$ cat src/design/rstm_pkg.sv
// Shared constants and types for the range sample trimmed mean core.
`timescale 1ns / 1ps

package rstm_pkg;

   localparam int SAMPLE_BITS_DEFAULT = 10;
   localparam int WINDOW_LEN = 5;
   localparam int COUNT_BITS = $clog2(WINDOW_LEN + 1);
   localparam int LIMIT_BITS = 10;
   localparam logic [LIMIT_BITS-1:0] LIMIT_RESET = 10'd500;

   typedef enum logic [3:0] {
      ST_IDLE = 4'b0001,
      ST_SUM  = 4'b0010,
      ST_MULT = 4'b0100,
      ST_EMIT = 4'b1000
   } state_type;

endpackage

$ cat src/design/rstm_cell.sv
// One slot of the sorted insertion chain.
`timescale 1ns / 1ps

module rstm_cell
   import rstm_pkg::*;
#(
   parameter int SAMPLE_BITS = SAMPLE_BITS_DEFAULT
) (
   input  logic                   clock,
   input  logic                   load,
   input  logic                   occupied,
   input  logic [SAMPLE_BITS-1:0] new_value,
   input  logic                   pass_in,
   input  logic [SAMPLE_BITS-1:0] left_value,
   output logic                   pass_out,
   output logic [SAMPLE_BITS-1:0] value
);

   logic [SAMPLE_BITS-1:0] value_ff;
   logic [SAMPLE_BITS-1:0] value_in;
   logic                   below;

   assign below    = new_value < value_ff;
   assign pass_out = occupied && below;
   assign value    = value_ff;

   always_comb begin
      value_in = value_ff;
      if (load) begin
         if (pass_in) begin
            value_in = left_value;
         end else if (!occupied || below) begin
            value_in = new_value;
         end
      end
   end

   always_ff @(posedge clock) begin
      value_ff <= value_in;
   end

endmodule

$ cat src/design/range_sample_trimmed_mean_core.sv
// Top level of the range sample trimmed mean core.
// Each accepted sample that passes the timeout, zero and limit checks is sorted into the cell chain at once.
// The fifth valid sample of a window starts a tail through the sum, multiply and emit states,
// during which busy is high; the result strobe is shown in the emit state.
// The receiver cannot stall, so a new sample is taken the cycle after the strobe.
// Synchronous active-high reset empties the window and sets the upper limit to 500 cm.
`timescale 1ns / 1ps

module range_sample_trimmed_mean_core
   import rstm_pkg::*;
#(
   parameter int SAMPLE_BITS = SAMPLE_BITS_DEFAULT
) (
   input  logic                   clock,
   input  logic                   reset,
   input  logic                   start,
   output logic                   busy,
   input  logic [SAMPLE_BITS-1:0] req_sample_cm,
   input  logic                   req_timed_out,
   output logic                   rsp_strobe,
   output logic [SAMPLE_BITS-1:0] rsp_average_cm,
   input  logic                   csr_valid,
   output logic                   csr_ready,
   input  logic [LIMIT_BITS-1:0]  csr_upper_limit_cm
);

   localparam int SUM_BITS = SAMPLE_BITS + 2;
   localparam int RECIP_SHIFT = SUM_BITS + 2;
   localparam int RECIP_BITS = RECIP_SHIFT;
   localparam logic [RECIP_BITS-1:0] RECIP = RECIP_BITS'((64'd1 << RECIP_SHIFT) / 3 + 1);
   localparam int PROD_BITS = SUM_BITS + RECIP_BITS;

   state_type                state_ff;
   state_type                state_in;
   logic [COUNT_BITS-1:0]    count_ff;
   logic [COUNT_BITS-1:0]    count_in;
   logic [LIMIT_BITS-1:0]    limit_ff;
   logic [SUM_BITS-1:0]      sum_ff;
   logic [PROD_BITS-1:0]     prod_ff;

   logic                     accept;
   logic                     load;
   logic                     last;
   logic [WINDOW_LEN-1:0]    occupied;
   logic [WINDOW_LEN-1:0]    pass;
   logic [SAMPLE_BITS-1:0]   cell_value [WINDOW_LEN];

   assign csr_ready = 1'b1;
   assign busy      = (state_ff != ST_IDLE);
   assign accept    = start && !busy;
   assign load      = accept && !req_timed_out && (req_sample_cm != '0)
                      && (32'(req_sample_cm) < 32'(limit_ff));
   assign last      = load && (count_ff == COUNT_BITS'(WINDOW_LEN - 1));

   assign pass[0] = 1'b0;

   for (genvar i = 0; i < WINDOW_LEN; i++) begin : g_cell
      assign occupied[i] = COUNT_BITS'(i) < count_ff;
      if (i < WINDOW_LEN - 1) begin : g_mid
         rstm_cell #(.SAMPLE_BITS(SAMPLE_BITS)) u_cell (
            .clock      (clock),
            .load       (load),
            .occupied   (occupied[i]),
            .new_value  (req_sample_cm),
            .pass_in    (pass[i]),
            .left_value (cell_value[(i == 0) ? 0 : i - 1]),
            .pass_out   (pass[i+1]),
            .value      (cell_value[i])
         );
      end else begin : g_end
         rstm_cell #(.SAMPLE_BITS(SAMPLE_BITS)) u_cell (
            .clock      (clock),
            .load       (load),
            .occupied   (occupied[i]),
            .new_value  (req_sample_cm),
            .pass_in    (pass[i]),
            .left_value (cell_value[i-1]),
            .pass_out   (),
            .value      (cell_value[i])
         );
      end
   end

   always_comb begin
      state_in = state_ff;
      count_in = count_ff;
      case (state_ff)
         ST_IDLE: begin
            if (last) begin
               count_in = '0;
               state_in = ST_SUM;
            end else if (load) begin
               count_in = count_ff + 1'b1;
            end
         end
         ST_SUM:  state_in = ST_MULT;
         ST_MULT: state_in = ST_EMIT;
         ST_EMIT: state_in = ST_IDLE;
         default: state_in = ST_IDLE;
      endcase
   end

   always_ff @(posedge clock) begin
      if (reset) begin
         state_ff <= ST_IDLE;
         count_ff <= '0;
         limit_ff <= LIMIT_RESET;
      end else begin
         state_ff <= state_in;
         count_ff <= count_in;
         if (csr_valid && csr_ready) begin
            limit_ff <= csr_upper_limit_cm;
         end
      end
   end

   always_ff @(posedge clock) begin
      sum_ff  <= SUM_BITS'(cell_value[1]) + SUM_BITS'(cell_value[2])
                 + SUM_BITS'(cell_value[3]);
      prod_ff <= PROD_BITS'(sum_ff) * PROD_BITS'(RECIP);
   end

   assign rsp_strobe     = (state_ff == ST_EMIT);
   assign rsp_average_cm = prod_ff[RECIP_SHIFT +: SAMPLE_BITS];

endmodule

$ cat config.mk
export PLATFORM = sky130hd
export DESIGN_NAME = range_sample_trimmed_mean_core
export DESIGN_NICKNAME = d
export VERILOG_FILES = /design/src/design/rstm_pkg.sv /design/src/design/rstm_cell.sv /design/src/design/range_sample_trimmed_mean_core.sv
export SDC_FILE = /design/constraint.sdc
export NUM_CORES = 1
export LEC_CHECK = 0
export BUFFER_PORTS_ARGS = -buffer_cell sky130_fd_sc_hd__buf_4
export CAP_MARGIN = 40
export CORE_MARGIN = 1.5
export CORE_UTILIZATION = 50
export DETAILED_ROUTE_END_ITERATION = 6
export GPL_TIMING_DRIVEN = 0
export PLACE_DENSITY = 0.65
export SKIP_CTS_REPAIR_TIMING = 1
export SLEW_MARGIN = 20
export SYNTH_ARGS = -nofsm -noshare
export SYNTH_HDL_FRONTEND = slang
export SYNTH_SLANG_ARGS = --single-unit
export TNS_END_PERCENT = 10
$ cat constraint.sdc
create_clock -name clock -period 10.8 [get_ports clock]
set_input_delay 2.16 -clock clock [delete_from_list [all_inputs] [get_ports clock]]
set_output_delay 2.16 -clock clock [all_outputs]
set_load 0.1 [all_outputs]
==> impl_results.md <==
- Worst-Margin Slew: 0.843 ns
- Inserted Clock Buffers: 9
- Gp weighted congestion: 0.835
- Number of iterations in the first detailed-routing pass: 4
- Number of synthesized flops with an enable pin: 40
- Detailed-route via count: 4759
- Htree depth: 3
- Final hold slack: 0.483 ns
- Syn avg cell area: 10.6 um2
- # IOs: 38
- CP max stage delay: approximately 0.70 ns
- Commonest cells after routing, fill and taps aside: 134 x ha_1, 132 x inv_1, 50 x fa_1
- Post-synthesis sequential area ratio: 28.5%
- IO Port Bufs: 34
- Worst hold path class: reg2reg
- Tcrit/Tclk final: between 40% and 50%
- Top_reg_cell synth: edfxtp_1
- Synth unique cells: 54
- Yosys reg bits: 79
- Kind of critical path: reg2reg
- # clock sinks: 79
- # nets final: 910
- Row cnt: 42
- Maximum buffer depth of the clock tree: 2
- DR WL/cell: around 15 um
- Root buf cell: clkbuf_16
- Post-DP HPWL: approximately 11000 um
- Max Clk Rate: 204 MHz
- Pin count of the biggest net entering global routing: 14
- Hold path cells: 2
- Final setup fails: 0
- Fillcell total: 1172
- Unrepaired setup endpoints after global routing: no
- CP max FO: 5
- Share of layout cells above drive strength 1: 12.6%
- CTS clk-pin slew, worst paths: 0.06 ns
- Async S/R FF share, synth: 0%
- First-pass GRT wire length: 23400 um
- Initial antenna violation count: 0
- Area grow syn2layout: 10.6%
- Status: complete, no violations
- Die H: about 120 um
- Clk_lat worst skew: 0.34 ns
- GRT Util Overall: 20.4%
- Reg2reg path depth: 15
- Routed WL: 13300 um
- Slowest CP cell: o311ai_0
- Yosys warning count: 0
- Most common cell after layout, fill and taps aside: ha_1
- Synth Instances: 656
- Max transition margin: between 40% and 50%
- Global route overflow: 0
- Antenna viol nets, final: 0
- CTS tree: done
- Die ar.: 0.0146 mm2
- Chip Width: 121 um
- Max Cap Violations: 0
- Starting density of the core: between 50% and 60%
- Fin crit period: 4.90 ns
- Initial drt markers: 157
- Syn Std Cell Area: 0.00695 mm2
- Slew Limit Fails: 0
- DR vias/cell: roughly 5.4
- Crit end category: flop
- Cell breakdown of the critical path: ha_1 > ha_1 > fa_1 > fa_1 > inv_1 > fa_1 > inv_1 > ha_1 > a21oi_1 > nor2b_1 > o21a_1 > o311ai_0 > nand2_1 > a31oi_1 > xnor2_1
- Critical Path AT: 5.17 ns
- Worst clock skew: 0.00747 ns
- Hold Fails Final Rpt: 0
- Worst Setup Start Kind: flop
- Total negative slack: 0 ns
- Antenna diode instance count: 0
- Core Region: 0.0134 mm2
- Required @ worst endpoint: roughly 11 ns
- DRC Markers: 0
- Vias in the first global route: approximately 5.2k
- Syn nets: 865
layout make-up:
cell class | instances | area, um2 | area share (%)
Tap cell | 176 | 220 | 2.87
Multi-Input combinational cell | 437 | 4430 | 57.6
Timing Repair Buffer | 34 | 255 | 3.32
Clock inverter | 4 | 26.3 | 0.342
Buffer | 8 | 38.8 | 0.505
Inverter | 132 | 495 | 6.45
Clock buffer | 12 | 236 | 3.08
Sequential cell | 79 | 1980 | 25.8
flip-flops by register name, indices dropped and copies added (netlist names):
| signal | cells |
|---|---|
| g_cell.g_mid.u_cell.value | 40 |
| prod_ff | 10 |
| sum_ff | 12 |
| state_ff | 4 |
| limit_ff | 10 |
| count_ff | 3 |
cell usage after synthesis (2+ instances only):
| library cell | n | area share (%) |
|---|---|---|
| xor2_1 | 4 | 0.50 |
| a31oi_1 | 2 | 0.18 |
| or4_1 | 3 | 0.32 |
| clkbuf_1 | 5 | 0.27 |
| nand3_1 | 4 | 0.29 |
| nor2_1 | 23 | 1.2 |
| o211ai_1 | 9 | 0.97 |
| a21o_1 | 10 | 1.1 |
| or3_1 | 2 | 0.18 |
| nand4_1 | 3 | 0.27 |
| mux2i_1 | 6 | 0.86 |
| o311ai_0 | 2 | 0.25 |
| buf_4 | 2 | 0.22 |
| ha_1 | 134 | 24 |
| fa_1 | 50 | 14 |
| dfxtp_1 | 39 | 11 |
| mux2_2 | 30 | 4.9 |
| o21ai_0 | 23 | 1.7 |
| a31o_2 | 2 | 0.25 |
| a21oi_1 | 28 | 2.0 |
| nor3_1 | 8 | 0.58 |
| xnor2_1 | 14 | 1.8 |
| nor2b_1 | 8 | 0.72 |
| nor4_1 | 3 | 0.27 |
| o31a_2 | 3 | 0.43 |
| o21a_1 | 12 | 1.3 |
| edfxtp_1 | 40 | 17 |
| a211oi_1 | 5 | 0.54 |
| nand2b_1 | 5 | 0.45 |
| nand2_1 | 19 | 1.0 |
| and3_1 | 4 | 0.36 |
| inv_1 | 132 | 7.1 |
kinds of logic after synthesis:
kind of cell	after synthesis	synth area share, %
and+or+nand+nor	88	6.56
xor gates and xnor gates	18	2.27
muxes	36	5.73
other	1	0.0540
buffers and inverters	140	7.69
adders and majority gates	184	38.6
AOI/OAI and AO/OA	110	10.6
DFF	79	28.5
through the flow:
step / area (um2) / cells / setup slack (ns) / utilization (%)
final: 7680 / 882 / 5.90 / 57.3
after global routing: 7680 / 882 / 5.64 / 57.3
after CTS: 7680 / 882 / 5.83 / 57.3
after detailed placement: 7420 / 866 / 5.86 / 55.4
after global placement: 7420 / 866 / 5.90 / 55.4
after floorplan: 6950 / 656 / 5.17 / -
per-layer routing:
layer	global-route usage [%]	wire length (um)	vias up
met5	0	0	-
met2	39.3	7200	74
met3	3.29	290	28
met1	21.3	5360	2305
li1	-	-	2352
met4	9.71	456	0
critical path: cells and delay by family (launching register included):
| family | cells | cell delay, ns |
|---|---|---|
| and+or+nand+nor | 2 | 0.34 |
| buffers and inverters | 2 | 0.10 |
| adders and majority gates | 6 | 2.38 |
| DFF | 1 | 0.49 |
| xor gates and xnor gates | 1 | 0.14 |
| AOI/OAI and AO/OA | 4 | 1.36 |
final timing paths:
kind | from | end | slack [ns]
hold reg to reg | limit_ff[5] | limit_ff[5] | 0.48
setup reg to reg | sum_ff[5] | prod_ff[17] | 5.90
setup / recovery | sum_ff[5] | prod_ff[17] | 5.90
hold / removal | limit_ff[5] | limit_ff[5] | 0.48
Power is left out: the tool's default activity adds up to more than one toggle a clock period on the data nets, which glitch-free logic cannot reach.
